--- config.mk ---
export PLATFORM = sky130hd
export DESIGN_NAME = whole_word_substring_matcher_top
export DESIGN_NICKNAME = d
export VERILOG_FILES = /design/src/rtl/core/wwsm_pkg.sv /design/src/rtl/core/whole_word_substring_matcher_top.sv /design/src/rtl/core/wwsm_window_match.sv
export SDC_FILE = /design/constraint.sdc
export NUM_CORES = 1
export LEC_CHECK = 0
export BUFFER_PORTS_ARGS = -buffer_cell sky130_fd_sc_hd__buf_2
export CAP_MARGIN = 10
export CORE_MARGIN = 3
export CORE_UTILIZATION = 60
export CTS_BUF_LIST = sky130_fd_sc_hd__clkbuf_16
export DETAILED_ROUTE_END_ITERATION = 12
export GPL_TIMING_DRIVEN = 0
export PLACE_DENSITY = 0.78
export SYNTH_ARGS = -nofsm -noshare
export SYNTH_HDL_FRONTEND = slang
export SYNTH_SLANG_ARGS = --single-unit
--- constraint.sdc ---
create_clock -name clock -period 9.2 [get_ports clock]
set_clock_uncertainty 0.1 [all_clocks]
set_input_delay 0 -clock clock [delete_from_list [all_inputs] [get_ports clock]]
set_output_delay 0 -clock clock [all_outputs]
set_load 0.1 [all_outputs]
--- src/rtl/core/wwsm_pkg.sv ---
package wwsm_pkg;

   localparam int PATTERN_MAX = 16;
   localparam int COLUMN_MAX  = 65535;
   localparam int LINE_MAX    = 16777215;
   localparam int WINDOW_LEN  = PATTERN_MAX + 1;
   localparam int COUNT_MAX   = COLUMN_MAX + PATTERN_MAX;
   localparam int COUNT_W     = $clog2(COUNT_MAX + 1);

   localparam logic [1:0] MODE_PLAIN = 2'd0;
   localparam logic [1:0] MODE_IDENT = 2'd1;

   localparam logic [2:0] CSR_PATTERN_LOW    = 3'd0;
   localparam logic [2:0] CSR_PATTERN_HIGH   = 3'd1;
   localparam logic [2:0] CSR_PATTERN_LENGTH = 3'd2;
   localparam logic [2:0] CSR_MATCH_MODE     = 3'd3;
   localparam logic [2:0] CSR_EXACT_CASE     = 3'd4;

   localparam logic [7:0] UNDERSCORE = 8'h5f;

   typedef struct packed {
      logic [127:0] pattern;
      logic [4:0]   length;
      logic [1:0]   mode;
      logic         exact_case;
   } cfg_type;

   typedef struct packed {
      logic        hit;
      logic        left_ok;
      logic [15:0] column;
   } match_type;

   function automatic logic word_char(input logic [7:0] c);
      return (c inside {[8'h30:8'h39], [8'h41:8'h5a], [8'h61:8'h7a]}) || (c == UNDERSCORE);
   endfunction

   function automatic logic [7:0] fold_byte(input logic [7:0] c, input logic exact);
      if (!exact && (c inside {[8'h41:8'h5a]})) begin
         return c + 8'd32;
      end
      return c;
   endfunction

endpackage

--- src/rtl/core/whole_word_substring_matcher_top.sv ---
// A byte is held in the input register and its result then in the result register.
// Throughput: one request per cycle unless the result is stalled; the window compare is a
// single pass of parallel byte comparators between the input and result registers.
// Reset: synchronous, active high; clears the byte count, pending match, history and
// configuration (exact case compare resets on) and sets the line number to 1.
module whole_word_substring_matcher_top
   import wwsm_pkg::*;
(
   input  logic        clock,
   input  logic        reset,
   input  logic        req_tvalid,
   output logic        req_tready,
   input  logic [7:0]  req_tdata,   // [7:0] text_byte
   input  logic        req_tlast,   // line_end
   output logic        rsp_tvalid,
   input  logic        rsp_tready,
   output logic [39:0] rsp_tdata,   // [23:0] line_number, [39:24] column
   input  logic        csr_valid,
   output logic        csr_ready,
   input  logic [2:0]  csr_index,
   input  logic [63:0] csr_data
);

   cfg_type            cfg_ff;
   logic               s1_valid_ff;
   logic [7:0]         s1_byte_ff;
   logic               s1_eol_ff;
   logic [7:0]         hist_ff [PATTERN_MAX];
   logic [COUNT_W-1:0] count_ff;
   logic [23:0]        line_ff;
   logic               pend_ff;
   logic [15:0]        pend_col_ff;
   logic               rsp_valid_ff;
   logic [23:0]        rsp_line_ff;
   logic [15:0]        rsp_col_ff;

   logic [7:0]         window_in [WINDOW_LEN];
   logic [COUNT_W-1:0] count_in;
   logic               advance;
   logic               step;
   logic               csr_write;
   logic               rsp_valid_in;
   logic [15:0]        rsp_col_in;
   logic               pend_in;
   match_type          match;

   assign advance    = !rsp_valid_ff || rsp_tready;
   assign req_tready = !s1_valid_ff || advance;
   assign step       = s1_valid_ff && advance;
   assign csr_ready  = 1'b1;
   assign csr_write  = csr_valid && csr_ready;

   always_comb begin
      window_in[0] = s1_byte_ff;
      for (int j = 1; j < WINDOW_LEN; j++) begin
         window_in[j] = hist_ff[j-1];
      end
   end

   assign count_in = (count_ff < COUNT_W'(COUNT_MAX)) ? count_ff + COUNT_W'(1) : count_ff;

   wwsm_window_match u_match (
      .window (window_in),
      .count  (count_in),
      .cfg    (cfg_ff),
      .match  (match)
   );

   always_comb begin
      rsp_valid_in = 1'b0;
      rsp_col_in   = pend_col_ff;
      pend_in      = 1'b0;
      if (s1_eol_ff) begin
         rsp_valid_in = pend_ff;
      end else begin
         rsp_valid_in = pend_ff && !word_char(s1_byte_ff);
         if (match.hit && cfg_ff.mode == MODE_PLAIN) begin
            rsp_valid_in = 1'b1;
            rsp_col_in   = match.column;
         end
         pend_in = match.hit && (cfg_ff.mode == MODE_IDENT) && match.left_ok;
      end
   end

   always_ff @(posedge clock) begin
      if (reset) begin
         s1_valid_ff <= 1'b0;
      end else if (req_tready) begin
         s1_valid_ff <= req_tvalid;
      end
      if (req_tready) begin
         s1_byte_ff <= req_tdata;
         s1_eol_ff  <= req_tlast;
      end
   end

   always_ff @(posedge clock) begin
      if (reset) begin
         cfg_ff <= '{pattern: '0, length: '0, mode: MODE_PLAIN, exact_case: 1'b1};
      end else if (csr_write) begin
         case (csr_index)
            CSR_PATTERN_LOW:    cfg_ff.pattern[63:0]   <= csr_data;
            CSR_PATTERN_HIGH:   cfg_ff.pattern[127:64] <= csr_data;
            CSR_PATTERN_LENGTH: cfg_ff.length          <= csr_data[4:0];
            CSR_MATCH_MODE:     cfg_ff.mode            <= csr_data[1:0];
            CSR_EXACT_CASE:     cfg_ff.exact_case      <= csr_data[0];
            default: ;
         endcase
      end
   end

   always_ff @(posedge clock) begin
      if (reset) begin
         count_ff    <= '0;
         line_ff     <= 24'd1;
         pend_ff     <= 1'b0;
         pend_col_ff <= '0;
         for (int j = 0; j < PATTERN_MAX; j++) begin
            hist_ff[j] <= 8'd0;
         end
      end else begin
         if (step) begin
            if (s1_eol_ff) begin
               count_ff <= '0;
               if (line_ff < 24'(LINE_MAX)) begin
                  line_ff <= line_ff + 24'd1;
               end
            end else begin
               count_ff <= count_in;
               for (int j = 0; j < PATTERN_MAX; j++) begin
                  hist_ff[j] <= window_in[j];
               end
            end
            pend_ff <= pend_in;
            if (pend_in) begin
               pend_col_ff <= match.column;
            end
         end
         // a write to a defined register (index 0 to 4) drops any pending match
         if (csr_write && csr_index <= CSR_EXACT_CASE) begin
            pend_ff <= 1'b0;
         end
      end
   end

   always_ff @(posedge clock) begin
      if (reset) begin
         rsp_valid_ff <= 1'b0;
      end else if (advance) begin
         rsp_valid_ff <= step && rsp_valid_in;
      end
      if (step) begin
         rsp_line_ff <= line_ff;
         rsp_col_ff  <= rsp_col_in;
      end
   end

   assign rsp_tvalid = rsp_valid_ff;
   assign rsp_tdata  = {rsp_col_ff, rsp_line_ff};

   a_line_nonzero: assert property (@(posedge clock) disable iff (reset)
      line_ff != 24'd0)
      else $error("line counter reached zero");

   a_col_nonzero: assert property (@(posedge clock) disable iff (reset)
      rsp_valid_ff |-> rsp_col_ff != 16'd0)
      else $error("result with zero column");

   a_pend_mode: assert property (@(posedge clock) disable iff (reset)
      pend_ff |-> cfg_ff.mode == MODE_IDENT)
      else $error("pending match outside identifier mode");

   a_count_range: assert property (@(posedge clock) disable iff (reset)
      count_ff <= COUNT_W'(COUNT_MAX))
      else $error("byte count beyond saturation");

endmodule

--- src/rtl/core/wwsm_window_match.sv ---
module wwsm_window_match
   import wwsm_pkg::*;
(
   input  logic [7:0]         window [WINDOW_LEN],
   input  logic [COUNT_W-1:0] count,
   input  cfg_type            cfg,
   output match_type          match
);

   logic [7:0]         pat_bytes [PATTERN_MAX];
   logic [7:0]         aligned   [PATTERN_MAX];
   logic [4:0]         src_idx   [PATTERN_MAX];
   logic [PATTERN_MAX-1:0] lane_ok;
   logic               len_ok;
   logic [4:0]         edge_idx;
   logic [COUNT_W-1:0] col_wide;

   always_comb begin
      for (int k = 0; k < PATTERN_MAX; k++) begin
         pat_bytes[k] = cfg.pattern[k*8 +: 8];
      end
      // pattern reversed so that window position j lines up with byte len-1-j
      for (int j = 0; j < PATTERN_MAX; j++) begin
         src_idx[j] = cfg.length - 5'(j) - 5'd1;
         aligned[j] = pat_bytes[src_idx[j][3:0]];
         lane_ok[j] = (5'(j) >= cfg.length) ||
                      (fold_byte(window[j], cfg.exact_case) ==
                       fold_byte(aligned[j], cfg.exact_case));
      end
   end

   assign len_ok = (cfg.length != 5'd0) && (cfg.length <= 5'(PATTERN_MAX)) &&
                   (cfg.mode <= MODE_IDENT) && (count >= COUNT_W'(cfg.length));

   assign edge_idx = (cfg.length <= 5'(PATTERN_MAX)) ? cfg.length : 5'd0;

   assign col_wide = count - COUNT_W'(cfg.length) + COUNT_W'(1);

   assign match.hit     = len_ok && (&lane_ok);
   assign match.left_ok = !((count > COUNT_W'(cfg.length)) && word_char(window[edge_idx]));
   assign match.column  = (col_wide > COUNT_W'(COLUMN_MAX)) ? 16'(COLUMN_MAX) : col_wide[15:0];

endmodule
==> impl_metrics.env, run 1 <==
export IMPL_start_kind="flop"
export IMPL_cts_tree="built"
export IMPL_timing_final_crit_share_pct=97.7
export IMPL_pin_count=124
export IMPL_ant_nets=0
export IMPL_clkSlewWorstSetupHoldPaths_ns=0.06
export IMPL_fin_crit_ns=8.99
export IMPL_vdd_drop_max_uv=177
export IMPL_rsz0062_at_grt="no"
export IMPL_cts_sinks=373
export IMPL_fp_row_count=79
export IMPL_cts_made_buffers=39
export IMPL_synthCells=2763
export IMPL_holdPathEnd="s1_byte_ff[2]"
export IMPL_vias_per_cell=7.37
export IMPL_nets=3173
export IMPL_fp_coreArea_sq_um=47100
export IMPL_reg2reg_slack_ns=0.21
export IMPL_ys_warn_count=0
export IMPL_setup_tns_ns=0
export IMPL_worstSetupPathType="reg -> reg"
export IMPL_routedWlPerCell_um=32.4
export IMPL_grt_usage_pct=46.1
export IMPL_die_h_um=225
export IMPL_setup_ws_ns=0.212
export IMPL_syn_avg_cell_area_sq_um=10.5
export IMPL_final_cell_mix="nand2_1, mux4_2, a21oi_1"
export IMPL_drv_cap=0
export IMPL_antenna_found_initial=2
export IMPL_synth_flop_cell="dfxtp_1"
export IMPL_status="completed"
export IMPL_die_area_sq_um=50800
export IMPL_finalInstanceArea_sq_um=32500
export IMPL_initial_core_util_pct=61.4
export IMPL_drc=0
export IMPL_synth_nets=2929
export IMPL_synth_edf_count=177
export IMPL_stdcell_count=3646
export IMPL_gp_congestion=1.10
export IMPL_insertion_delay_ns=0.59
export IMPL_dp_slack_ns=-1.99
export IMPL_dr_total_vias=26887
export IMPL_gr_total_overflow=0
export IMPL_synth_seq_cells=373
export IMPL_r2r_start="cfg_ff[3]"
export IMPL_reg2reg_to="rsp_col_ff[14]"
export IMPL_drive_gt1_share_pct=19.4
export IMPL_reg2regPathDepth=26
export IMPL_crit_arrival_ns=9.23
export IMPL_holdWs_ns=0.0238
export IMPL_htree_num_levels=2
export IMPL_place_area_sq_um=30300
export IMPL_grt_pass1_wl_mm=170
export IMPL_drt_pass1_iter_count=9
export IMPL_dieWidth_um=225
export IMPL_finalSetupViolCount=0
export IMPL_totalWireLength_mm=118
export IMPL_slew_viol_final=0
export IMPL_worstPathRequired_ns=9.44
export IMPL_hold_class="in -> reg"
export IMPL_root_buffer="clkbuf_16"
export IMPL_power_density_nw_per_um2=128
export IMPL_seq_area_frac_synth_pct=32.0
export IMPL_area_growth_pct=12.5
export IMPL_io_buffers=122
export IMPL_grt_max_degree=79
export IMPL_cts_max_path_buffers=3
export IMPL_placedCellCount=3493
export IMPL_worst_pin_slew_ns=1.33
export IMPL_startpoint="cfg_ff[3]"
export IMPL_holdCritStartpoint="req_tdata[2]"
export IMPL_final_common_cell="nand2_1"
export IMPL_drtIter0Drc=4023
export IMPL_ys_async_sr_fraction_pct=0
export IMPL_syn_area_sq_um=28900
export IMPL_grt_pass1_vias=25463
export IMPL_max_slew_margin_pct=11.2
export IMPL_dp_hpwl_mm=91.8
export IMPL_hold_violations=0
export IMPL_fmax_ghz=0.111
export IMPL_end_kind="flop"
export IMPL_path_max_fanout=13
export IMPL_synth_distinct_cells=88
export IMPL_p_leak_nw=11.6
export IMPL_holdPathStages=2
stage by stage:
stage	util [%]	total power, W
floorplan	-	0.00231
global placement	64.3	0.00254
detailed placement	64.5	0.00255
CTS	69.0	0.00413
global route	69.1	0.00426
finish	69.1	0.00418
cells by family (layout without fill, tap and decap cells):
kind of cell | Yosys count | in the layout | share of synthesized area [%]
buf+inv | 224 | 496 | 3.35
fa+ha+maj | 85 | 85 | 3.73
compound gates | 479 | 479 | 10.5
other cells | 1 | 5 | 0.0130
flops | 373 | 373 | 32.0
mux | 458 | 458 | 28.2
xor+xnor | 185 | 185 | 5.93
simple gates | 958 | 958 | 16.3
flip-flops by register name, indices dropped and copies added, names as in the netlist:
| register | count |
|---|---|
| s1_byte_ff | 8 |
| rsp_line_ff | 24 |
| s1_eol_ff | 1 |
| line_ff | 24 |
| s1_valid_ff | 1 |
| pend_ff | 1 |
| hist_ff | 128 |
| rsp_col_ff | 16 |
| count_ff | 17 |
| pend_col_ff | 16 |
| rsp_tvalid | 1 |
| cfg_ff | 136 |
worst max path at each step:
stage	cells after the start	to	slack, ns
2_1_floorplan	26	rsp_col_ff[10]	1.42
3_3_place_gp	21	pend_ff	-2.02
3_5_place_dp	24	rsp_col_ff[14]	-1.99
4_1_cts	26	rsp_col_ff[14]	0.03
5_1_grt	26	rsp_col_ff[14]	0.05
6_report	26	rsp_col_ff[14]	0.21
layout make-up:
cell class | instances | area, sq um
Antenna cell | 4 | 10.0
Buffer | 175 | 823
Clock buffer | 40 | 1000
Clock inverter | 29 | 264
Fill cell | 3322 | 14500
Inverter | 44 | 165
Multi-Input combinational cell | 2166 | 18800
Sequential cell | 373 | 9240
Tap cell | 607 | 759
Timing Repair Buffer | 208 | 1480
what timing repair did:
item                                    CTS  global route
endpoints found under the hold margin   155             0
buffers inserted                          0             2
gates resized for setup                  29            14
gates cloned                              0             0
pin swaps                                 0             1
endpoints found under the setup margin   34            28
hold buffers                             83             0
per-layer routing:
metal / routed length (um) / vias up / track usage (%)
li1: - / 11024 / -
met5: 0 / - / 0
met3: 16100 / 586 / 13.5
met1: 40300 / 12897 / 56.9
met4: 11100 / 0 / 34.9
met2: 50600 / 2380 / 68.7
cells in the mapped netlist, types with 8 or more instances:
cell type / instances / area, sq um
a211oi_1: 9 / 67.6
o21bai_1: 8 / 60.1
nand3b_1: 10 / 75.1
o22ai_1: 17 / 106
mux2i_1: 149 / 1490
buf_2: 25 / 125
o2bb2ai_1: 8 / 70.1
inv_1: 43 / 161
buf_4: 11 / 82.6
and3_1: 11 / 68.8
or3_1: 22 / 138
or4_1: 9 / 67.6
o21ai_0: 46 / 230
a22oi_1: 19 / 143
xnor2_1: 98 / 858
nor3_1: 73 / 365
ha_1: 83 / 1040
mux2_2: 24 / 270
nor4b_1: 18 / 158
o211ai_1: 10 / 75.1
a21o_1: 13 / 97.6
nand4_1: 16 / 100
or2_2: 13 / 81.3
buf_1: 23 / 86.3
a41oi_1: 10 / 87.6
clkbuf_1: 114 / 428
nand3_1: 49 / 245
nor2b_1: 64 / 400
and2_1: 89 / 557
xor2_1: 79 / 692
nand2_1: 364 / 1370
o31ai_1: 14 / 105
edfxtp_1: 177 / 5320
a31oi_1: 42 / 263
dfxtp_1: 196 / 3920
nand2b_1: 18 / 113
a21oi_1: 205 / 1030
nor2_1: 143 / 537
mux4_2: 272 / 6130
nor4_1: 29 / 181
power breakdown:
part           switching [W]  internal, W  total, W
logic               0.000413     0.000271  0.000684
clock network       0.000708     0.000883   0.00159
registers           0.000107      0.00180   0.00190
total                0.00123      0.00295   0.00418
worst max-delay path: stages (launching register included):
cell and delay, ns:
dfxtp_1 0.46, buf_6 0.21, buf_6 0.23, buf_6 0.22, buf_4 0.30, buf_4 0.32, buf_4 0.32, buf_4 0.28
inv_1 0.18, buf_2 0.35, ha_4 0.42, buf_4 0.23, buf_4 0.24, mux4_2 0.40, mux4_2 0.64, ha_1 0.24
xnor2_1 0.12, or4_1 0.41, o21a_1 0.12, or4_4 0.53, a2111o_1 0.42, or4_1 0.57, buf_2 0.20, or4_1 0.47
buf_4 0.20, buf_8 0.17, mux2_4 0.31
(Power assumes the default switching activity.)
==> run 2, diff against run 1 <==
Settings changed: SYNTH_HIERARCHICAL set to 1.
==> impl_metrics.env, run 2 <==
export IMPL_synth_seq_cells=373
export IMPL_drc=0
export IMPL_grt_pass1_vias=25566
export IMPL_cts_made_buffers=40
export IMPL_dr_total_vias=27116
export IMPL_hold_violations=0
export IMPL_slowest_delay_ns=0.63
export IMPL_largestRegisters="cfg_ff x136, hist_ff x128"
export IMPL_max_slew_margin_pct=19.9
export IMPL_drtIter0Drc=4395
export IMPL_final_common_cell="nand2_1"
export IMPL_final_util_pct=69.3
export IMPL_synth_top_area_share_pct=21.1
export IMPL_vias_per_cell=7.39
export IMPL_cpLargestDelayFamily="buffers and inverters"
export IMPL_grt_max_degree=72
export IMPL_fin_crit_ns=9.07
export IMPL_io_buffers=121
export IMPL_gp_congestion=1.15
export IMPL_n_fill_cell=3464
export IMPL_synth_flop_cell="dfxtp_1"
export IMPL_cts_max_path_buffers=3
export IMPL_p_leak_nw=11.7
export IMPL_synth_nets=2939
export IMPL_dp_hpwl_mm=90.9
export IMPL_totalWireLength_mm=118
export IMPL_ys_async_sr_fraction_pct=0
export IMPL_cts_sinks=373
export IMPL_antenna_found_initial=2
export IMPL_synth_distinct_cells=91
export IMPL_ys_warn_count=6
export IMPL_placedCellCount=3507
export IMPL_drt_pass1_iter_count=8
export IMPL_power_w=0.00422
export IMPL_worstPathRequired_ns=9.43
export IMPL_insertion_delay_ns=0.57
export IMPL_hold_class="in -> reg"
export IMPL_dieWidth_um=225
export IMPL_cts_tree="built"
export IMPL_path_max_fanout=13
export IMPL_synthCells=2774
export IMPL_ant_nets=0
export IMPL_crit_arrival_ns=9.29
export IMPL_clkSlewWorstSetupHoldPaths_ns=0.07
export IMPL_top_register="cfg_ff"
export IMPL_grt_usage_pct=45.8
export IMPL_start_kind="flop"
export IMPL_seq_area_frac_synth_pct=32.0
export IMPL_die_area_sq_um=50800
export IMPL_stdcell_count=3667
export IMPL_gr_total_overflow=0
export IMPL_synth_area_leaders="mux4_2, edfxtp_1, dfxtp_1"
export IMPL_pin_count=124
export IMPL_die_h_um=225
export IMPL_timing_final_crit_share_pct=98.6
export IMPL_worst_path_buf_inv=12
export IMPL_synth_area_leader_cell="mux4_2"
export IMPL_vdd_drop_max_uv=154
export IMPL_synth_edf_count=177
export IMPL_drive_gt1_share_pct=19.0
export IMPL_fmax_ghz=0.110
export IMPL_rsz0062_at_grt="no"
export IMPL_nets=3190
export IMPL_fp_row_count=79
export IMPL_end_kind="flop"
export IMPL_fp_coreArea_sq_um=47100
export IMPL_status="completed"
export IMPL_grt_pass1_wl_mm=169
export IMPL_initial_core_util_pct=61.4
export IMPL_routedWlPerCell_um=32.1
export IMPL_slew_viol_final=0
export IMPL_ys_top_cells_by_count="nand2_1, mux4_2, a21oi_1"
export IMPL_yosys_cell_count_top_type="nand2_1"
export IMPL_largest_reg_flops=136
export IMPL_worst_pin_slew_ns=1.20
export IMPL_syn_area_sq_um=28900
export IMPL_htree_num_levels=2
export IMPL_worstSetupPathType="reg -> reg"
export IMPL_syn_avg_cell_area_sq_um=10.4
export IMPL_slowest_stage="or4b_2"
export IMPL_root_buffer="clkbuf_16"
export IMPL_finalSetupViolCount=0
export IMPL_power_density_nw_per_um2=129
export IMPL_final_cell_mix="nand2_1, mux4_2, a21oi_1"
export IMPL_drv_cap=0
export IMPL_area_growth_pct=12.8
export IMPL_path_common_cell="buf_2"
run 2: cell types whose count changed in the layout (fill, tap and decap cells not counted), moves of 12 or more:
cell and delta:
a211oi_1 +13, a21oi_1 +22, inv_1 +26, mux2i_1 -20, nand4_1 +12, nor3_1 -18
run 2: what timing repair did:
item | in CTS | in global routing
setup buffers | 1 | 0
endpoints found under the hold margin | 149 | 0
endpoints found under the setup margin | 34 | 34
hold buffers | 84 | 0
gates resized for setup | 17 | 7
run 2: worst paths after layout:
path                   start  cells after the start               to  slack (ns)
max                cfg_ff[3]                     26    rsp_col_ff[6]        0.13
min             req_tdata[0]                      2    s1_byte_ff[0]        0.03
max reg2reg        cfg_ff[3]                     26    rsp_col_ff[6]        0.13
min reg2reg  pend_col_ff[15]                      2  pend_col_ff[15]        0.40
run 2: cell type report:
class / instances / area (sq um) / share of cell area (%)
Buffer: 172 / 793 / 2.43
Timing Repair Buffer: 212 / 1540 / 4.72
Clock inverter: 32 / 277 / 0.848
Inverter: 71 / 270 / 0.829
Antenna cell: 3 / 7.51 / 0.0230
Clock buffer: 42 / 1050 / 3.22
Multi-Input combinational cell: 2155 / 18700 / 57.2
Sequential cell: 373 / 9240 / 28.3
Tap cell: 607 / 759 / 2.33
run 2: worst reg2reg max path, cell delays in order, from the launching register on:
cell	delay [ns]
dfxtp_1	0.43
buf_6	0.27
buf_12	0.18
buf_4	0.24
clkbuf_4	0.35
clkinvlp_4	0.22
clkbuf_2	0.34
ha_1	0.39
buf_2	0.28
buf_2	0.33
buf_2	0.37
clkbuf_2	0.44
mux4_2	0.49
mux4_2	0.60
or4b_2	0.63
a31oi_1	0.26
a21boi_0	0.17
xnor2_1	0.17
a211oi_2	0.43
o211ai_1	0.18
a2111o_1	0.35
a211oi_2	0.26
nor3b_1	0.27
nor2b_1	0.16
clkbuf_2	0.24
buf_2	0.31
mux2_2	0.37
run 2: logic make-up after synthesis:
| logic type | count (synthesis) | synth area share [%] |
|---|---|---|
| other | 1 | 0.0130 |
| muxes | 440 | 27.7 |
| buffers and inverters | 246 | 3.60 |
| DFF | 373 | 32.0 |
| adders and majority gates | 84 | 3.69 |
| AOI/OAI and AO/OA | 501 | 11.1 |
| and+or+nand+nor | 947 | 16.2 |
| xor gates and xnor gates | 182 | 5.84 |
run 2: where the power goes:
part	total [W]	internal, W	switching [W]
Clock	0.00165	0.000945	0.000700
Combinational	0.000657	0.000259	0.000397
Sequential	0.00192	0.00180	0.000120
Total	0.00422	0.00300	0.00122
run 2: metrics by stage:
| stage | cell area (sq um) | worst slack [ns] | TNS (ns) | hold slack, ns |
|---|---|---|---|---|
| floorplan | 28900 | 1.36 | 0 | -0.00113 |
| global placement | 30300 | -1.63 | -44.30 | 0.0768 |
| detailed placement | 30400 | -1.80 | -49.22 | 0.0783 |
| CTS | 32600 | 0.00643 | 0 | 0.0175 |
| global route | 32600 | 0.0222 | 0 | 0.0513 |
| finish | 32600 | 0.132 | 0 | 0.0302 |
run 2: per-layer routing:
metal	routed length, um	track usage, %	vias to the layer above
li1	-	-	11095
met5	21	0	-
met4	10600	31.8	4
met1	40100	56.9	13083
met3	17700	16.2	585
met2	49300	67.0	2349
